File: config.mk
export PLATFORM = sky130hd
export DESIGN_NAME = tc_div_pipe
export DESIGN_NICKNAME = d
export VERILOG_FILES = /design/src/hdl/tc_div_pipe.sv
export SDC_FILE = /design/constraint.sdc
export NUM_CORES = 1
export LEC_CHECK = 0
export ABC_AREA = 1
export BUFFER_PORTS_ARGS = -buffer_cell sky130_fd_sc_hd__clkbuf_2
export CAP_MARGIN = 20
export CORE_UTILIZATION = 25
export CTS_CLUSTER_SIZE = 40
export DETAILED_ROUTE_END_ITERATION = 16
export PLACE_DENSITY = 0.48
export SETUP_SLACK_MARGIN = 0.1
export SLEW_MARGIN = 0
export SYNTH_ARGS = -nofsm -noshare
export SYNTH_HDL_FRONTEND = slang
export SYNTH_SLANG_ARGS = --single-unit
export TNS_END_PERCENT = 5
File: constraint.sdc
create_clock -name clk_i -period 2.67 [get_ports clk_i]
set_clock_uncertainty 0.05 [all_clocks]
set_input_delay 0.534 -clock clk_i [delete_from_list [all_inputs] [get_ports clk_i]]
set_output_delay 0.534 -clock clk_i [all_outputs]
set_load 0.01 [all_outputs]
File: src/hdl/tc_div_pipe.sv
// Pipelined restoring divider: one quotient bit per stage, sideband rides along.
// Requires num_i < den_i * 2**QW; den_i must hold while words are in flight.
module tc_div_pipe #(
  parameter int NW = 25,
  parameter int DW = 18,
  parameter int QW = 8,
  parameter int SW = 1
) (
  input  logic          clk_i,
  input  logic          rst_ni,
  input  logic          valid_i,
  input  logic [NW-1:0] num_i,
  input  logic [DW-1:0] den_i,
  input  logic [SW-1:0] side_i,
  output logic          valid_o,
  output logic [QW-1:0] quo_o,
  output logic [DW-1:0] rem_o,
  output logic [SW-1:0] side_o
);

  localparam int CW = (NW > DW + QW) ? NW : DW + QW;

  logic          valid_q [QW];
  logic [NW-1:0] rem_q   [QW];
  logic [QW-1:0] quo_q   [QW];
  logic [SW-1:0] side_q  [QW];

  for (genvar k = 0; k < QW; k++) begin : g_stage
    localparam int B = QW - 1 - k;
    logic          vin;
    logic [NW-1:0] rin;
    logic [QW-1:0] qin;
    logic [SW-1:0] sin;
    logic [CW-1:0] shifted;
    logic          take;
    logic [NW-1:0] rem_d;
    logic [QW-1:0] quo_d;

    if (k == 0) begin : g_first
      assign vin = valid_i;
      assign rin = num_i;
      assign qin = '0;
      assign sin = side_i;
    end else begin : g_next
      assign vin = valid_q[k-1];
      assign rin = rem_q[k-1];
      assign qin = quo_q[k-1];
      assign sin = side_q[k-1];
    end

    assign shifted = CW'(den_i) << B;
    assign take    = (CW'(rin) >= shifted);
    assign rem_d   = take ? (rin - NW'(shifted)) : rin;
    assign quo_d   = take ? (qin | (QW'(1) << B)) : qin;

    always_ff @(posedge clk_i or negedge rst_ni) begin
      if (!rst_ni) begin
        valid_q[k] <= 1'b0;
      end else begin
        valid_q[k] <= vin;
      end
    end

    always_ff @(posedge clk_i) begin
      rem_q[k]  <= rem_d;
      quo_q[k]  <= quo_d;
      side_q[k] <= sin;
    end
  end

  assign valid_o = valid_q[QW-1];
  assign quo_o   = quo_q[QW-1];
  assign rem_o   = DW'(rem_q[QW-1]);
  assign side_o  = side_q[QW-1];

endmodule

==> metrics, run 1 <==
synth top area cells=dfxtp_1 27%, nand2_1 25%, ha_1 10%; Hold Path Depth=1; Synth top cells by count=1165 x nand2_1, 408 x inv_1, 237 x dfxtp_1; core area=68600 um2; vias=17200; Synth Warn #=0; distinct cell type count after synthesis=40; die footprint=about 70000 um2; Hold/Removal Path Class=in2reg; Finished Layout Cells=approximately 4000; vias in the first global route=16500; Synth area leader=dfxtp_1; # port buffers=74; HPWL Detailed=just under 50 mm; Total Routed Length=slightly below 60 mm; Ant. Diodes=0; DRC viols=0; reg2reg path depth=12; nets=between 3000 and 4000; Worst-Margin Slew=about 600 ps; #FFs+latches synth=245; Iteration-0 DRC Markers=1034; Setup Buffers After CTS=0; Syn Nets=2992; FMAX=443 MHz; Die Y=approximately 270 um; CTS tree=yes; VDD IR max=577 uV; worst r2r src=rem_q[0][30]; Final Hold Vio Count=0; Vias/cell=4.30; dpl cells=3945; Routed WL per cell=14.5 um; first-pass GRT wire length=91.4 mm; Cells after Synth=roughly 2800; Rows=96; HP Start=num_i[6]; Layout Utilization=0.311; critical path startpoint=rem_q[0][30]; fin crit share=0.846; worst-case clock buffer depth=3; share of the synthesized area in the top cell type=0.274; power density cells=1170 nW/um2; R2R Path End=rem_q[0][68]; Starting Density=0.253; setup TNS=0 ps; GRT Total Usage=0.166; Reg clk slew, reported paths=60 ps; clock root cell=clkbuf_16; EDFF count, synth=0; Setup violations, final=0; Reg2Reg Setup Slack=410 ps; total CTS buffers=34; critical path type=reg2reg; CTS Sinks=245; Slew HR=0.584; ys async rst share=0.0327; min cycle time layout=2260 ps; Max Slew Vio Count=0; share of the yosys chip area belonging to registers=0.285; 1st-pass router iterations=7; top-count cell post-synth=nand2_1; CP Capture Point=rem_q[0][68]; Pleak=11.5 nW; max cap viols=0; Worst EP arrival=2670 ps; Worst Path Max Fanout=25; GPL Wtd Cong=0.895; total congestion overflow=0; worst skew pair latency=550 ps; endpoint class of the critical path=flop; RSZ-0062 raised after global routing=no; pin count of the biggest net entering global routing=26; Worst Path Required=3080 ps; mapped cell area=17300 um2; area grow syn2layout=23.2%; antenna viol nets, final=0; CTS H-tree lvls=2; post-cts sizing count=0; Synth Flop Type=dfxtp_1; CP Launch Type=flop; # IOs=75; initial antenna violation count=0; share of layout cells above drive strength 1=0.109; Die W=265 um; mean post-synth cell area=just over 6 um2; outcome=finished, final reports clean
stage by stage:
step / setup WS, ps / total power [mW] / instance area [um2] / hold WS (ps)
5_1_grt: 225 / 27.5 / 21300 / 41.1
6_report: 410 / 25.0 / 21300 / 64.6
3_3_place_gp: -66.0 / 20.6 / 20200 / 260
4_1_cts: 370 / 25.2 / 21300 / 32.5
3_5_place_dp: -53.6 / 20.5 / 20200 / 262
2_1_floorplan: 437 / 15.7 / 17300 / 188
final cells by class:
| type | instances | area [um2] |
|---|---|---|
| clock inverter | 16 | 205 |
| tap | 931 | 1160 |
| clock buffer | 40 | 925 |
| fill | 7643 | 47200 |
| sequential | 245 | 4940 |
| inverter | 412 | 1550 |
| multi-input combinational | 2110 | 10600 |
| timing repair buffer | 248 | 1920 |
critical path, stage by stage, from the launching register on:
cell     delay (ps)
dfxtp_1         330
inv_1            60
ha_1            170
inv_1            80
fa_1            380
nand3_1         100
nand3_1         160
nand4_1         170
nand3_1          90
nor2_1          230
buf_12          200
nand2_1          60
nand2_1          90
cells by family after synthesis:
group	after synthesis	share of synthesized area
flops	245	0.285
fa+ha+maj	152	0.113
xor+xnor	70	0.0354
simple gates	1717	0.412
buf+inv	438	0.100
compound gates	171	0.0536
report_power, final:
group,switching [mW],internal [mW],total [mW]
sequential,1.06,5.19,6.25
clock,1.76,2.78,4.54
combinational,8.64,5.55,14.2
total,11.5,13.5,25.0
state kept, by name (all words and copies together), names as in the netlist:
register	flops
g_stage.vin	7
valid_o	1
rem_q	193
quo_q	36
side_q	8
cell usage in the layout (no fill, tap or decap), types with 6 or more instances in the layout:
master,synthesis,final
buf_4,9,154
nor2_1,221,221
xnor2_1,21,21
a21oi_1,105,105
nor2_2,6,6
o21bai_1,9,9
nand3_1,164,164
dfxtp_1,237,237
clkbuf_16,0,35
o21ai_0,45,45
nand2_1,1165,1165
nor3_1,36,36
xor2_1,49,49
fa_1,8,8
inv_1,408,408
ha_1,144,144
dfrtp_1,8,8
nand4_1,52,52
clkbuf_2,1,74
nand3b_1,48,48
a21oi_2,8,8
buf_12,0,19
layer usage:
layer / track usage / vias up / wire length, um
met5: 0 / - / 0
met4: 0.0417 / 0 / 1230
met1: 0.219 / 7658 / 27600
met3: 0.0194 / 68 / 1880
li1: - / 9261 / -
met2: 0.286 / 238 / 27100
how the worst min path moves through the flow:
stage / endpoint / slack (ps)
global placement: side_q[1][0] / 260
global route: rem_q[0][6] / 40
detailed placement: quo_q[2][7] / 260
floorplan: g_stage[1].vin / 190
finish: rem_q[0][6] / 60
CTS: rem_q[0][6] / 30
what timing repair did:
item	CTS	global route
hold endpoints to repair	8	0
hold buffers	1	0
endpoints found under the setup margin	0	0
No activity file was read; power rests on OpenSTA's default activity.
==> inputs of run 2 (changes only) <==
--- a/config.mk
+++ b/config.mk
@@ -11,7 +11,7 @@
 export CORE_UTILIZATION = 25
 export CTS_CLUSTER_SIZE = 40
 export DETAILED_ROUTE_END_ITERATION = 16
-export PLACE_DENSITY = 0.48
+export PLACE_DENSITY = 0.49
 export SETUP_SLACK_MARGIN = 0.1
 export SLEW_MARGIN = 0
 export SYNTH_ARGS = -nofsm -noshare
==> constraint.sdc (replaced) <==
create_clock -name clk_i -period 1.9 [get_ports clk_i]
set_clock_uncertainty 0.05 [all_clocks]
set_input_delay 0.38 -clock clk_i [delete_from_list [all_inputs] [get_ports clk_i]]
set_output_delay 0.38 -clock clk_i [all_outputs]
set_load 0.01 [all_outputs]
==> run 2 against run 1 <==
Effect of this change: the flow now finishes with violations (setup timing); final area up 28%; sequential power increased by 47%; wire length up 11%; largest power group unchanged.
==> metrics, run 2 (same netlist as run 1, synthesis figures left out) <==
# IOs=75; Pleak=about 14 nW; Worst-Margin Slew=between 600 and 700 ps; Slew HR=0.579; core area=~69000 um2; max FFs per register=193; Routed WL per cell=14.2 um; Top reg by flops=rem_q; HPWL Detailed=~50 mm; RSZ-0062 raised after global routing=yes; Hold/Removal Path Class=in2reg; die footprint=70400 um2; worst-case clock buffer depth=3; Reg clk slew, reported paths=60 ps; Setup violations, final=53; setup TNS=-3480 ps; post-route setup slack=-146 ps; min cycle time layout=2050 ps; fin crit share=1.08; vias=between 15000 and 20000; CTS H-tree lvls=2; Starting Density=0.253; Ant. Diodes=0; VDD IR max=approximately 750 uV; Finished Layout Cells=4504; CTS Sinks=approximately 250; first-pass GRT wire length=~100 mm; Vias/cell=~4.2; most frequent cells in the layout=1094 x nand2_1, 616 x buf_4, 394 x inv_1; initial antenna violation count=0; dpl cells=between 4000 and 5000; vias in the first global route=18300; Final Hold Vio Count=0; commonest non-fill, non-tap cell in the layout=nand2_1; Worst EP arrival=2420 ps; Worst Path Max Fanout=4; max cap viols=0; endpoint class of the critical path=flop; failing checks=setup timing; Power Total=44.1 mW; share of layout cells above drive strength 1=0.312; pin count of the biggest net entering global routing=30; GRT Total Usage=0.179; Hold WS=37.3 ps; Die Y=265 um; total CTS buffers=34; CTS tree=yes; nets=approximately 3700; GPL Wtd Cong=0.887; Rows=96; DRC viols=0; Largest regs=rem_q (193), quo_q (36), side_q (8); total congestion overflow=0; Max Slew Vio Count=0; Worst Path Required=2280 ps; area grow syn2layout=57.3%; Iteration-0 DRC Markers=just under 900; clock root cell=clkbuf_16; Total Routed Length=between 60 and 70 mm; CP Launch Type=flop; power density cells=1620 nW/um2; worst skew pair latency=about 560 ps; Die W=265 um; critical path type=reg2reg; FMAX=roughly 490 MHz; # port buffers=74; antenna viol nets, final=0; 1st-pass router iterations=5; outcome=finished with violations
-- run 2: metal layers --
layer	vias to the layer above	wire, um	GRT usage
li1	10300	-	-
met1	8518	29300	0.223
met2	245	30600	0.315
met3	103	1870	0.0247
met4	0	2320	0.0569
met5	-	0	0
-- run 2: final timing paths --
path | to | from | slack, ps | depth (start not counted)
setup / recovery | rem_q[1][65] | rem_q[1][26] | -150 | 14
setup reg to reg | rem_q[1][65] | rem_q[1][26] | -150 | 14
hold / removal | rem_q[0][20] | num_i[20] | 40 | 3
hold reg to reg | quo_q[3][4] | quo_q[2][12] | 270 | 0
min in group asynchronous | g_stage[3].vin | rst_ni | 170 | 2
max in group asynchronous | g_stage[6].vin | rst_ni | 1450 | 2
-- run 2: metrics by stage --
stage               utilization  instance area (um2)  setup WS (ps)
detailed placement        0.349                24000           -788
floorplan                     -                17400           -127
global route              0.397                27300           -211
global placement          0.349                24000           -792
CTS                       0.379                26000           -116
finish                    0.397                27300           -146
-- run 2: area by class of cell --
| class | instances | area (um2) |
|---|---|---|
| inverters | 412 | 1600 |
| flip-flops and latches | 245 | 4970 |
| multi-input cells | 2110 | 12400 |
| clock buffers | 45 | 986 |
| repair buffers | 746 | 5920 |
| clock inverters | 15 | 250 |
| well taps | 931 | 1160 |
| fillers | 7266 | 41300 |
-- run 2: worst max-delay path, stage by stage (launching register included) --
cell and delay, ps:
dfxtp_2 310, inv_2 70, ha_4 140, inv_4 30, fa_2 410, nand2_4 90
nand3_4 60, nand3_2 70, nand2_2 80, nand2_1 70, nand4_1 90, buf_6 160
buf_6 130, nand3b_1 90, nand2_2 80
-- run 2: repair_timing --
action,CTS,global route
setup endpoints to repair,171,171
gates cloned,1,4
hold buffers,11,0
hold endpoints to repair,18,0
pin swaps,17,31
buffers inserted,2,5
gates resized for setup,127,218
-- run 2: power by group --
group,switching (mW),internal [mW]
clock network,2.56,4.49
registers,1.87,7.32
logic,14.0,13.9
==> inputs of run 3 (changes only) <==
--- a/config.mk
+++ b/config.mk
@@ -8,10 +8,10 @@
 export ABC_AREA = 1
 export BUFFER_PORTS_ARGS = -buffer_cell sky130_fd_sc_hd__clkbuf_2
 export CAP_MARGIN = 20
-export CORE_UTILIZATION = 25
+export CORE_UTILIZATION = 40
 export CTS_CLUSTER_SIZE = 40
 export DETAILED_ROUTE_END_ITERATION = 16
-export PLACE_DENSITY = 0.49
+export PLACE_DENSITY = 0.67
 export SETUP_SLACK_MARGIN = 0.1
 export SLEW_MARGIN = 0
 export SYNTH_ARGS = -nofsm -noshare
==> run 3 against run 2 <==
Effect of this change: the run still ends with setup timing left; sequential power rose by 0.8%; clock power decreased by 14%; final cell count shrank 9.1%; largest cell class unchanged.
==> metrics, run 3 (same netlist as run 1, synthesis figures left out) <==
Worst EP arrival=about 2500 ps; min cycle time layout=2110 ps; Vias/cell=4.87; NetSw=between 15 and 20 mW; power density cells=1660 nW/um2; Placed Area=23100 um2; cell-internal power=24.8 mW; endpoint class of the critical path=flop; vias=19900; CP max stage delay=350 ps; worst-case clock buffer depth=3; vias in the first global route=19100; Reg2Reg Setup Slack=-210 ps; max cap viols=0; dpl cells=4008; Critical Path, Cell by Cell=ha_4 > nand2_1 > inv_1 > nand2_1 > nor2_1 > nand4_1 > nand3_2 > nor2_4 > buf_6 > buf_12 > buf_12 > nand2_2 > o21ai_1; critical path type=reg2reg; CTS H-tree lvls=1; Setup violations, final=72; total congestion overflow=0; Worst-Margin Slew=402 ps; GRT Total Usage=0.277; failing checks=setup timing; clock root cell=clkbuf_16; total CTS buffers=29; Die W=between 200 and 250 um; Hold/Removal Path Class=in2reg; CP Launch Type=flop; nets=3693; Iteration-0 DRC Markers=1329; VDD IR max=around 880 uV; Final Hold Vio Count=0; # port buffers=74; first-pass GRT wire length=96.9 mm; Pleak=13.8 nW; RSZ-0062 raised after global routing=yes; HPWL Detailed=47.7 mm; Net Sw Frac=0.431; die footprint=44100 um2; Power Total=43.5 mW; fin crit share=1.11; Starting Density=0.409; Worst Path Max Fanout=7; final instance area=26200 um2; Total Routed Length=63.1 mm; CTS Sinks=245; setup TNS=-7100 ps; Hold WS=roughly 64 ps; outcome=finished with violations; share of layout cells above drive strength 1=0.297; Rows=75; met1 Use GR=0.350; Slew HR=0.729; Clk pwr share=0.139; 1st-pass router iterations=5; initial antenna violation count=0; area grow syn2layout=51.2%; post-route setup slack=-208 ps; Largest regs=rem_q (193), quo_q (36), side_q (8); max FFs per register=~190; core area=42300 um2; FMAX=roughly 470 MHz; WP buf/inv=4; cell family with most CP delay=simple AND/OR/NAND/NOR gates; pin count of the biggest net entering global routing=30; most frequent cells in the layout=1100 x nand2_1, 558 x buf_4, 390 x inv_1; Die Y=roughly 210 um; Layout Utilization=0.619; grt met3 use=0.0338; commonest non-fill, non-tap cell in the layout=nand2_1; Routed WL per cell=15.4 um; worst skew pair latency=580 ps; Combinational Power Share=0.648; antenna viol nets, final=0; Reg clk slew, reported paths=60 ps; GR peak layer=met2; Placement Setup Slack=-630 ps; Flop pwr share=0.213; Top reg by flops=rem_q; GPL Wtd Cong=between 0.9 and 1; Finished Layout Cells=4094; Ant. Diodes=0; # IOs=between 70 and 80; CTS tree=yes; DRC viols=0; M2 GR Usage=0.469; Worst Path Required=2320 ps; Slowest cell on crit path=dfxtp_1; Max Slew Vio Count=0
==> run 3: changes by cell type in the layout (fill, tap and decap cells not counted), sizes merged <==
cell | before | now
buf | 658 | 604
inv | 409 | 411
clkbuf | 122 | 109
clkinvlp | 6 | 11
bufbuf | 0 | 2
bufinv | 6 | 5
dlygate4sd3 | 11 | 14
==> run 3: timing repair <==
action,4_1_cts,5_1_grt
pin swaps,28,25
hold buffers,14,0
gates cloned,6,2
endpoints found under the hold margin,21,0
resized for setup,175,150
buffers inserted,8,3
setup endpoints to repair,172,172
==> run 3: power groups by stage <==
stage / registers [mW] / logic [mW] / clock network, mW
floorplan: 8.28 / 13.9 / 0
global route: 9.38 / 31.1 / 6.39
detailed placement: 8.94 / 24.7 / 0
CTS: 9.03 / 26.6 / 6.17
global placement: 8.95 / 24.3 / 0
finish: 9.25 / 28.2 / 6.06
==> run 3: worst register-to-register path: cells and delay by family (launching register included) <==
family,cells,cell delay (ps)
and+or+nand+nor,7,760
AOI/OAI and AO/OA,1,60
DFF,1,350
buffers and inverters,4,490
adders and majority gates,1,300
==> run 3: area by class of cell <==
class | instances | area [um2]
Multi-Input combinational cell | 2110 | 12200
Fill cell | 3751 | 16100
Clock inverter | 19 | 250
Clock buffer | 35 | 798
Sequential cell | 245 | 4970
Timing Repair inverter | 2 | 15.0
Timing Repair Buffer | 694 | 5630
Inverter | 412 | 1590
Tap cell | 577 | 722
==> run 3: path summary, 6_finish.rpt <==
check	from	to	depth (start not counted)
max	rem_q[0][47]	rem_q[0][60]	13
min	num_i[18]	rem_q[0][18]	4
max reg2reg	rem_q[0][47]	rem_q[0][60]	13
min reg2reg	quo_q[1][12]	quo_q[2][4]	0
max in group asynchronous	rst_ni	g_stage[7].vin	2
min in group asynchronous	rst_ni	g_stage[4].vin	2
==> run 3: metal layers <==
layer  vias up  part of all wire
met5         -                 0
met4         0             0.044
met3       144             0.054
met2       556              0.47
met1      9099              0.43
li1      10100                 -
